**config.mk**
```make
export PLATFORM = sky130hd
export DESIGN_NAME = ceps_ctrl
export DESIGN_NICKNAME = d
export VERILOG_FILES = /design/src/hdl/ceps_pkg.sv /design/src/hdl/ceps_ctrl.sv
export VERILOG_INCLUDE_DIRS = /design/src /design/src/hdl
export SDC_FILE = /design/constraint.sdc
export NUM_CORES = 1
export LEC_CHECK = 0
export BUFFER_PORTS_ARGS = -buffer_cell sky130_fd_sc_hd__buf_2
export CAP_MARGIN = 5
export CORE_MARGIN = 5
export CORE_UTILIZATION = 48
export CTS_CLUSTER_DIAMETER = 60
export DETAILED_ROUTE_END_ITERATION = 12
export HOLD_SLACK_MARGIN = 0.1
export PLACE_DENSITY = 0.76
export SLEW_MARGIN = 20
export SYNTH_ARGS = -nofsm -noshare
export SYNTH_HDL_FRONTEND = slang
export SYNTH_SLANG_ARGS = --single-unit
```
**constraint.sdc**
```tcl
create_clock -name aclk -period 2.2 [get_ports aclk]
set_clock_uncertainty 0.2 [all_clocks]
set_input_delay 0.55 -clock aclk [delete_from_list [all_inputs] [get_ports aclk]]
set_output_delay 0.55 -clock aclk [all_outputs]
set_load 0.005 [all_outputs]
```
**src/hdl/canny_edge_pixel_stream_unit_macros.svh**
```systemverilog
// Assertion macros for the RTL. Each use stands on a line of its own,
// with no trailing semicolon.
`ifndef CANNY_EDGE_PIXEL_STREAM_UNIT_MACROS_SVH
`define CANNY_EDGE_PIXEL_STREAM_UNIT_MACROS_SVH

`ifndef SYNTHESIS

// ante true at an edge implies cons true at the same edge
`define CEPS_ASSERT_SAME(lbl, clk, rstn, ante, cons) \
    lbl: assert property (@(posedge clk) disable iff (!(rstn)) (ante) |-> (cons)) \
        else $error("ceps assertion failed");

// ante true at an edge implies cons true at the following edge
`define CEPS_ASSERT_NEXT(lbl, clk, rstn, ante, cons) \
    lbl: assert property (@(posedge clk) disable iff (!(rstn)) (ante) |=> (cons)) \
        else $error("ceps assertion failed");

`else

`define CEPS_ASSERT_SAME(lbl, clk, rstn, ante, cons)
`define CEPS_ASSERT_NEXT(lbl, clk, rstn, ante, cons)

`endif

`endif

```
**src/hdl/ceps_pkg.sv**
```systemverilog
`default_nettype none

package ceps_pkg;

    localparam int unsigned CEPS_MAX_WIDTH = 1024;

    localparam int PIX_W  = 8;
    localparam int OUT_DW = 16;
    localparam int TAG_W  = 3;
    localparam int SEC_W  = 2;

    // tag bit positions
    localparam int TAG_VALID_B = 0;
    localparam int TAG_INNER_B = 1;
    localparam int TAG_LAST_B  = 2;

    // configuration register indexes
    localparam int CFG_AW = 3;
    localparam int CFG_DW = 12;
    localparam logic [CFG_AW-1:0] CFG_LOW    = 3'd0;
    localparam logic [CFG_AW-1:0] CFG_HIGH   = 3'd1;
    localparam logic [CFG_AW-1:0] CFG_WIDTH  = 3'd2;
    localparam logic [CFG_AW-1:0] CFG_HEIGHT = 3'd3;

    localparam logic [10:0] WIDTH_RESET  = 11'd640;
    localparam logic [11:0] HEIGHT_RESET = 12'd480;

    // gradient direction sectors
    localparam logic [SEC_W-1:0] SEC_HORZ     = 2'd0;
    localparam logic [SEC_W-1:0] SEC_DIAG_POS = 2'd1;
    localparam logic [SEC_W-1:0] SEC_VERT     = 2'd2;
    localparam logic [SEC_W-1:0] SEC_DIAG_NEG = 2'd3;

    // which ring read is issued this cycle
    typedef enum logic [2:0] {
        RD_NONE,
        RD_GAUSS,
        RD_SOBEL,
        RD_CTR,
        RD_NB0,
        RD_NB1
    } rd_kind_t;

    typedef struct packed {
        logic       take;
        logic       wr_in;
        rd_kind_t   rd;
        logic [1:0] win_r;
        logic [1:0] win_c;
        logic       first;
        logic       wr_smooth;
        logic       square;
        logic       sqrt_step;
        logic [2:0] sqrt_idx;
        logic       wr_mag;
        logic       finish;
    } ceps_cmd_t;

    typedef struct packed {
        logic out_busy;
    } ceps_sts_t;

endpackage

`default_nettype wire

```
**src/hdl/ceps_ctrl.sv**
```systemverilog
`default_nettype none
`include "canny_edge_pixel_stream_unit_macros.svh"

module ceps_ctrl import ceps_pkg::*; (
    input  wire logic      aclk,
    input  wire logic      aresetn,
    input  wire logic      s_tvalid,
    output logic           s_tready,
    input  wire ceps_sts_t sts,
    output ceps_cmd_t      cmd
);

    typedef enum logic [3:0] {
        ST_IDLE,
        ST_WR,
        ST_GAUSS,
        ST_GDRAIN,
        ST_GWR,
        ST_SOBEL,
        ST_SDRAIN,
        ST_SQUARE,
        ST_SQRT,
        ST_MWR,
        ST_CTR,
        ST_CWAIT,
        ST_NB0,
        ST_NB1,
        ST_NWAIT,
        ST_FIN
    } state_t;

    state_t     state_reg;
    logic [1:0] win_r_reg;
    logic [1:0] win_c_reg;
    logic [2:0] sqrt_reg;
    logic       win_done;

    assign win_done = (win_r_reg == 2'd2) && (win_c_reg == 2'd2);
    assign s_tready = (state_reg == ST_IDLE);

    always_ff @(posedge aclk) begin
        if (!aresetn) begin
            state_reg <= ST_IDLE;
            win_r_reg <= '0;
            win_c_reg <= '0;
            sqrt_reg  <= '0;
        end else begin
            unique case (state_reg)
                ST_IDLE: begin
                    if (s_tvalid) begin
                        state_reg <= ST_WR;
                    end
                end
                ST_WR: begin
                    win_r_reg <= '0;
                    win_c_reg <= '0;
                    state_reg <= ST_GAUSS;
                end
                ST_GAUSS, ST_SOBEL: begin
                    if (win_done) begin
                        win_r_reg <= '0;
                        win_c_reg <= '0;
                        state_reg <= (state_reg == ST_GAUSS) ? ST_GDRAIN : ST_SDRAIN;
                    end else if (win_c_reg == 2'd2) begin
                        win_c_reg <= '0;
                        win_r_reg <= win_r_reg + 2'd1;
                    end else begin
                        win_c_reg <= win_c_reg + 2'd1;
                    end
                end
                ST_GDRAIN: state_reg <= ST_GWR;
                ST_GWR:    state_reg <= ST_SOBEL;
                ST_SDRAIN: state_reg <= ST_SQUARE;
                ST_SQUARE: begin
                    sqrt_reg  <= 3'd7;
                    state_reg <= ST_SQRT;
                end
                ST_SQRT: begin
                    if (sqrt_reg == 3'd0) begin
                        state_reg <= ST_MWR;
                    end else begin
                        sqrt_reg <= sqrt_reg - 3'd1;
                    end
                end
                ST_MWR:   state_reg <= ST_CTR;
                ST_CTR:   state_reg <= ST_CWAIT;
                ST_CWAIT: state_reg <= ST_NB0;
                ST_NB0:   state_reg <= ST_NB1;
                ST_NB1:   state_reg <= ST_NWAIT;
                ST_NWAIT: state_reg <= ST_FIN;
                ST_FIN: begin
                    if (!sts.out_busy) begin
                        state_reg <= ST_IDLE;
                    end
                end
            endcase
        end
    end

    always_comb begin
        cmd           = '0;
        cmd.rd        = RD_NONE;
        cmd.win_r     = win_r_reg;
        cmd.win_c     = win_c_reg;
        cmd.first     = (win_r_reg == 2'd0) && (win_c_reg == 2'd0);
        cmd.sqrt_idx  = sqrt_reg;
        unique case (state_reg)
            ST_IDLE:   cmd.take      = s_tvalid;
            ST_WR:     cmd.wr_in     = 1'b1;
            ST_GAUSS:  cmd.rd        = RD_GAUSS;
            ST_GWR:    cmd.wr_smooth = 1'b1;
            ST_SOBEL:  cmd.rd        = RD_SOBEL;
            ST_SQUARE: cmd.square    = 1'b1;
            ST_SQRT:   cmd.sqrt_step = 1'b1;
            ST_MWR:    cmd.wr_mag    = 1'b1;
            ST_CTR:    cmd.rd        = RD_CTR;
            ST_NB0:    cmd.rd        = RD_NB0;
            ST_NB1:    cmd.rd        = RD_NB1;
            ST_FIN:    cmd.finish    = !sts.out_busy;
            default:   cmd.take      = 1'b0;
        endcase
    end

    // a finished result never lands on one still waiting
    `CEPS_ASSERT_SAME(a_fin_free, aclk, aresetn, cmd.finish, !sts.out_busy)
    // the ring write follows the accepted item directly
    `CEPS_ASSERT_NEXT(a_take_write, aclk, aresetn, cmd.take, cmd.wr_in && !s_tready)
    // once the result is handed over the block takes items again
    `CEPS_ASSERT_NEXT(a_fin_ready, aclk, aresetn, cmd.finish, s_tready)
    // sqrt steps only ever follow the squaring cycle or another step
    `CEPS_ASSERT_SAME(a_sqrt_seq, aclk, aresetn, cmd.sqrt_step,
                      $past(cmd.square) || $past(cmd.sqrt_step))

endmodule

`default_nettype wire

```
==> flow_summary.json <==
{
  "status": "finished, final reports clean",
  "synth_top_family_by_area": "simple AND/OR/NAND/NOR gates",
  "r2r_start": "state_reg[1]",
  "synth-simple-area-share_pct": 33.22,
  "cts_tree": "yes",
  "max-cap-violations": 0,
  "critPathKind": "reg -> out",
  "drt-vias-per-instance": 5.913,
  "syn_to_final_growth_pct": 30.45,
  "worstSkewPairLatency_ps": 270,
  "ir_drop_mv": 0.7077,
  "synthArstFlopShare_pct": 0,
  "muxShareOfSynthArea_pct": 2.941,
  "synth_largest_area_cell": "dfxtp_1",
  "clk_root_buffer_cell": "clkbuf_4",
  "slew-limit-headroom_pct": 66.74,
  "postSynthCellCount": 94,
  "cp_slowest_stage_delay_ps": 580,
  "rows": 14,
  "dp.cells": 129,
  "die-area_um2": 2383,
  "worstMarginPinSlew_ps": 486.3,
  "synth_common_cells": "dfxtp_1 (11), nand2_1 (9), inv_1 (8), nor2_1 (6), o21ai_0 (4)",
  "grt_pass1_wl_um": 2898,
  "finalNonFillerCells": 138,
  "htreeDepth": 1,
  "die_h_um": 48.82,
  "ys.flop_type": "dfxtp_1",
  "grt_max_degree": 16,
  "antenna_found_initial": 0,
  "drt_pass1_iterations": 4,
  "crit_start": "state_reg[1]",
  "period_share_pct": 97.34,
  "cp-end-kind": "primary output",
  "yosysTopAreaCellShare_pct": 30.45,
  "clockBufferDepth": 2,
  "num_vias": 816,
  "cts_hold_buffers": 0,
  "dp_hpwl_um": 1267,
  "yosysWarnings": 0,
  "cp_slowest_cell": "or4b_4",
  "drc_errors": 0,
  "cp_top_family": "simple AND/OR/NAND/NOR gates",
  "grtUsageTotal_pct": 15.16,
  "power_w": 0.0008554,
  "critPathRequiredTime_ps": 1450,
  "die_w_um": 48.82,
  "cts_sinks": 11,
  "pin_count": 23,
  "largest_reg_flops": 4,
  "fmax_mhz": 467.0,
  "first_iter_violations": 28,
  "synth_cell_type_count": 37,
  "synth_edf_count": 0,
  "clkTransAtPathRegs_ps": 70,
  "synthXorXnorAreaFrac_pct": 1.211,
  "min_path_type": "reg -> reg",
  "cp_data_arrival_time_ps": 1390,
  "place.gp.congestion": 0.8608,
  "p_leak_nw": 0.3972,
  "grt_setup_unrepaired": "no",
  "crit_fanout": 8,
  "synth_most_common_cell": "dfxtp_1",
  "min_period_ps": 2141,
  "nNetsFinal": 129,
  "synth_area_per_cell_um2": 7.694,
  "hold_path.startpoint": "sqrt_reg[0]",
  "synth_seq_cells": 11,
  "drive_above_1_share_pct": 34.43,
  "synthesis.nets": 100,
  "seq_area_frac_synth_pct": 30.45,
  "antennaDiodeCount": 0,
  "syn_area_um2": 723.2,
  "synth_compound_area_share_pct": 21.11,
  "grt_pass1_vias": 659,
  "wl_um": 1911,
  "setup_viol": 0,
  "hold_viol_final": 0,
  "overflow": 0,
  "synth_fa_ha_area_share_pct": 3.460,
  "ant_nets": 0,
  "start_kind": "flip-flop",
  "numCtsBuffers": 3,
  "core_area_um2": 1471,
  "cp_cell_sequence": "or4b_4 -> inv_1 -> buf_2",
  "portBuffers": 22,
  "setup_tns_ps": 0,
  "netlist_top_cells_area": "dfxtp_1 (30%), nand2_1 (4.7%), inv_1 (4.2%)",
  "post_drt_wl_per_cell_um": 13.85,
  "p_per_area_nw_per_um2": 906.7,
  "critical_path_buf_inv_count": 2,
  "final_max_slew_viol_count": 0,
  "start_util_pct": 49.15
}
==> per-stage QoR <==
step	area, um2	util (%)	setup WS [ps]	hold slack (ps)
CTS	888.4	60.37	0.05806	312.2
global placement	847.1	57.57	186.8	282.6
global route	943.4	64.12	4.364	341.2
finish	943.4	64.12	58.54	306.6
detailed placement	847.1	57.57	155.9	299.7
floorplan	723.2	-	338.7	283.6
==> final cells by class <==
cell class | instances | area (um2)
multi-input combinational | 69 | 466.7
fill | 138 | 528.0
tap | 16 | 20.02
sequential | 11 | 235.2
clock buffer | 4 | 26.28
timing repair buffer | 29 | 161.4
inverter | 9 | 33.78
==> layout by cell type (no fill, tap or decap), types with 4 or more instances in the layout <==
cell type  synthesis  final
dfxtp_4            0      4
o21ai_0            4      4
nor2_1             6      6
dfxtp_1           11      7
inv_1              8      8
buf_4              0      4
buf_2              2     23
nand2_1            9      9
==> routing by layer <==
metal | vias up | global-route usage (%) | share of wire (%)
li1 | 400 | - | -
met1 | 374 | 18.96 | 43
met2 | 35 | 22.83 | 47
met3 | 7 | 4.893 | 6.9
met4 | 0 | 8.072 | 3.2
met5 | - | 0 | 0
==> logic make-up (layout without fill, tap and decap cells) <==
| kind of cell | Yosys count | after routing |
|---|---|---|
| AND/OR/NAND/NOR | 42 | 42 |
| multiplexers | 2 | 2 |
| buffers and inverters | 14 | 42 |
| AO/OA/AOI/OAI | 22 | 22 |
| flip-flops | 11 | 11 |
| adder cells (fa/ha/maj) | 2 | 2 |
| XOR/XNOR | 1 | 1 |
==> power breakdown <==
part | switching (W) | internal [W]
sequential | 0.0000634 | 0.000242
clock | 0.0000737 | 0.0000703
combinational | 0.000194 | 0.000213
total | 0.000331 | 0.000525
==> worst register-to-register path, stage by stage (launching register included) <==
cell and delay (ps):
dfxtp_4 370, or4b_4 580, buf_4 160, mux2_2 260, o32ai_1 210, and2_1 150
==> worst paths after layout <==
kind,endpoint,slack (ps),cells past startpoint
worst max register to register,win_r_reg[0],210,5
worst min-delay path,sqrt_reg[0],310,1
worst min register to register,sqrt_reg[0],310,1
worst max-delay path,cmd[16],60,3
==> what timing repair did <==
| item | in CTS | in global routing |
|---|---|---|
| gates resized for setup | 7 | 6 |
| buffers inserted | 0 | 5 |
| pin swaps | 0 | 1 |
| setup endpoints to repair | 5 | 7 |
No activity file was read; power rests on OpenSTA's default activity.
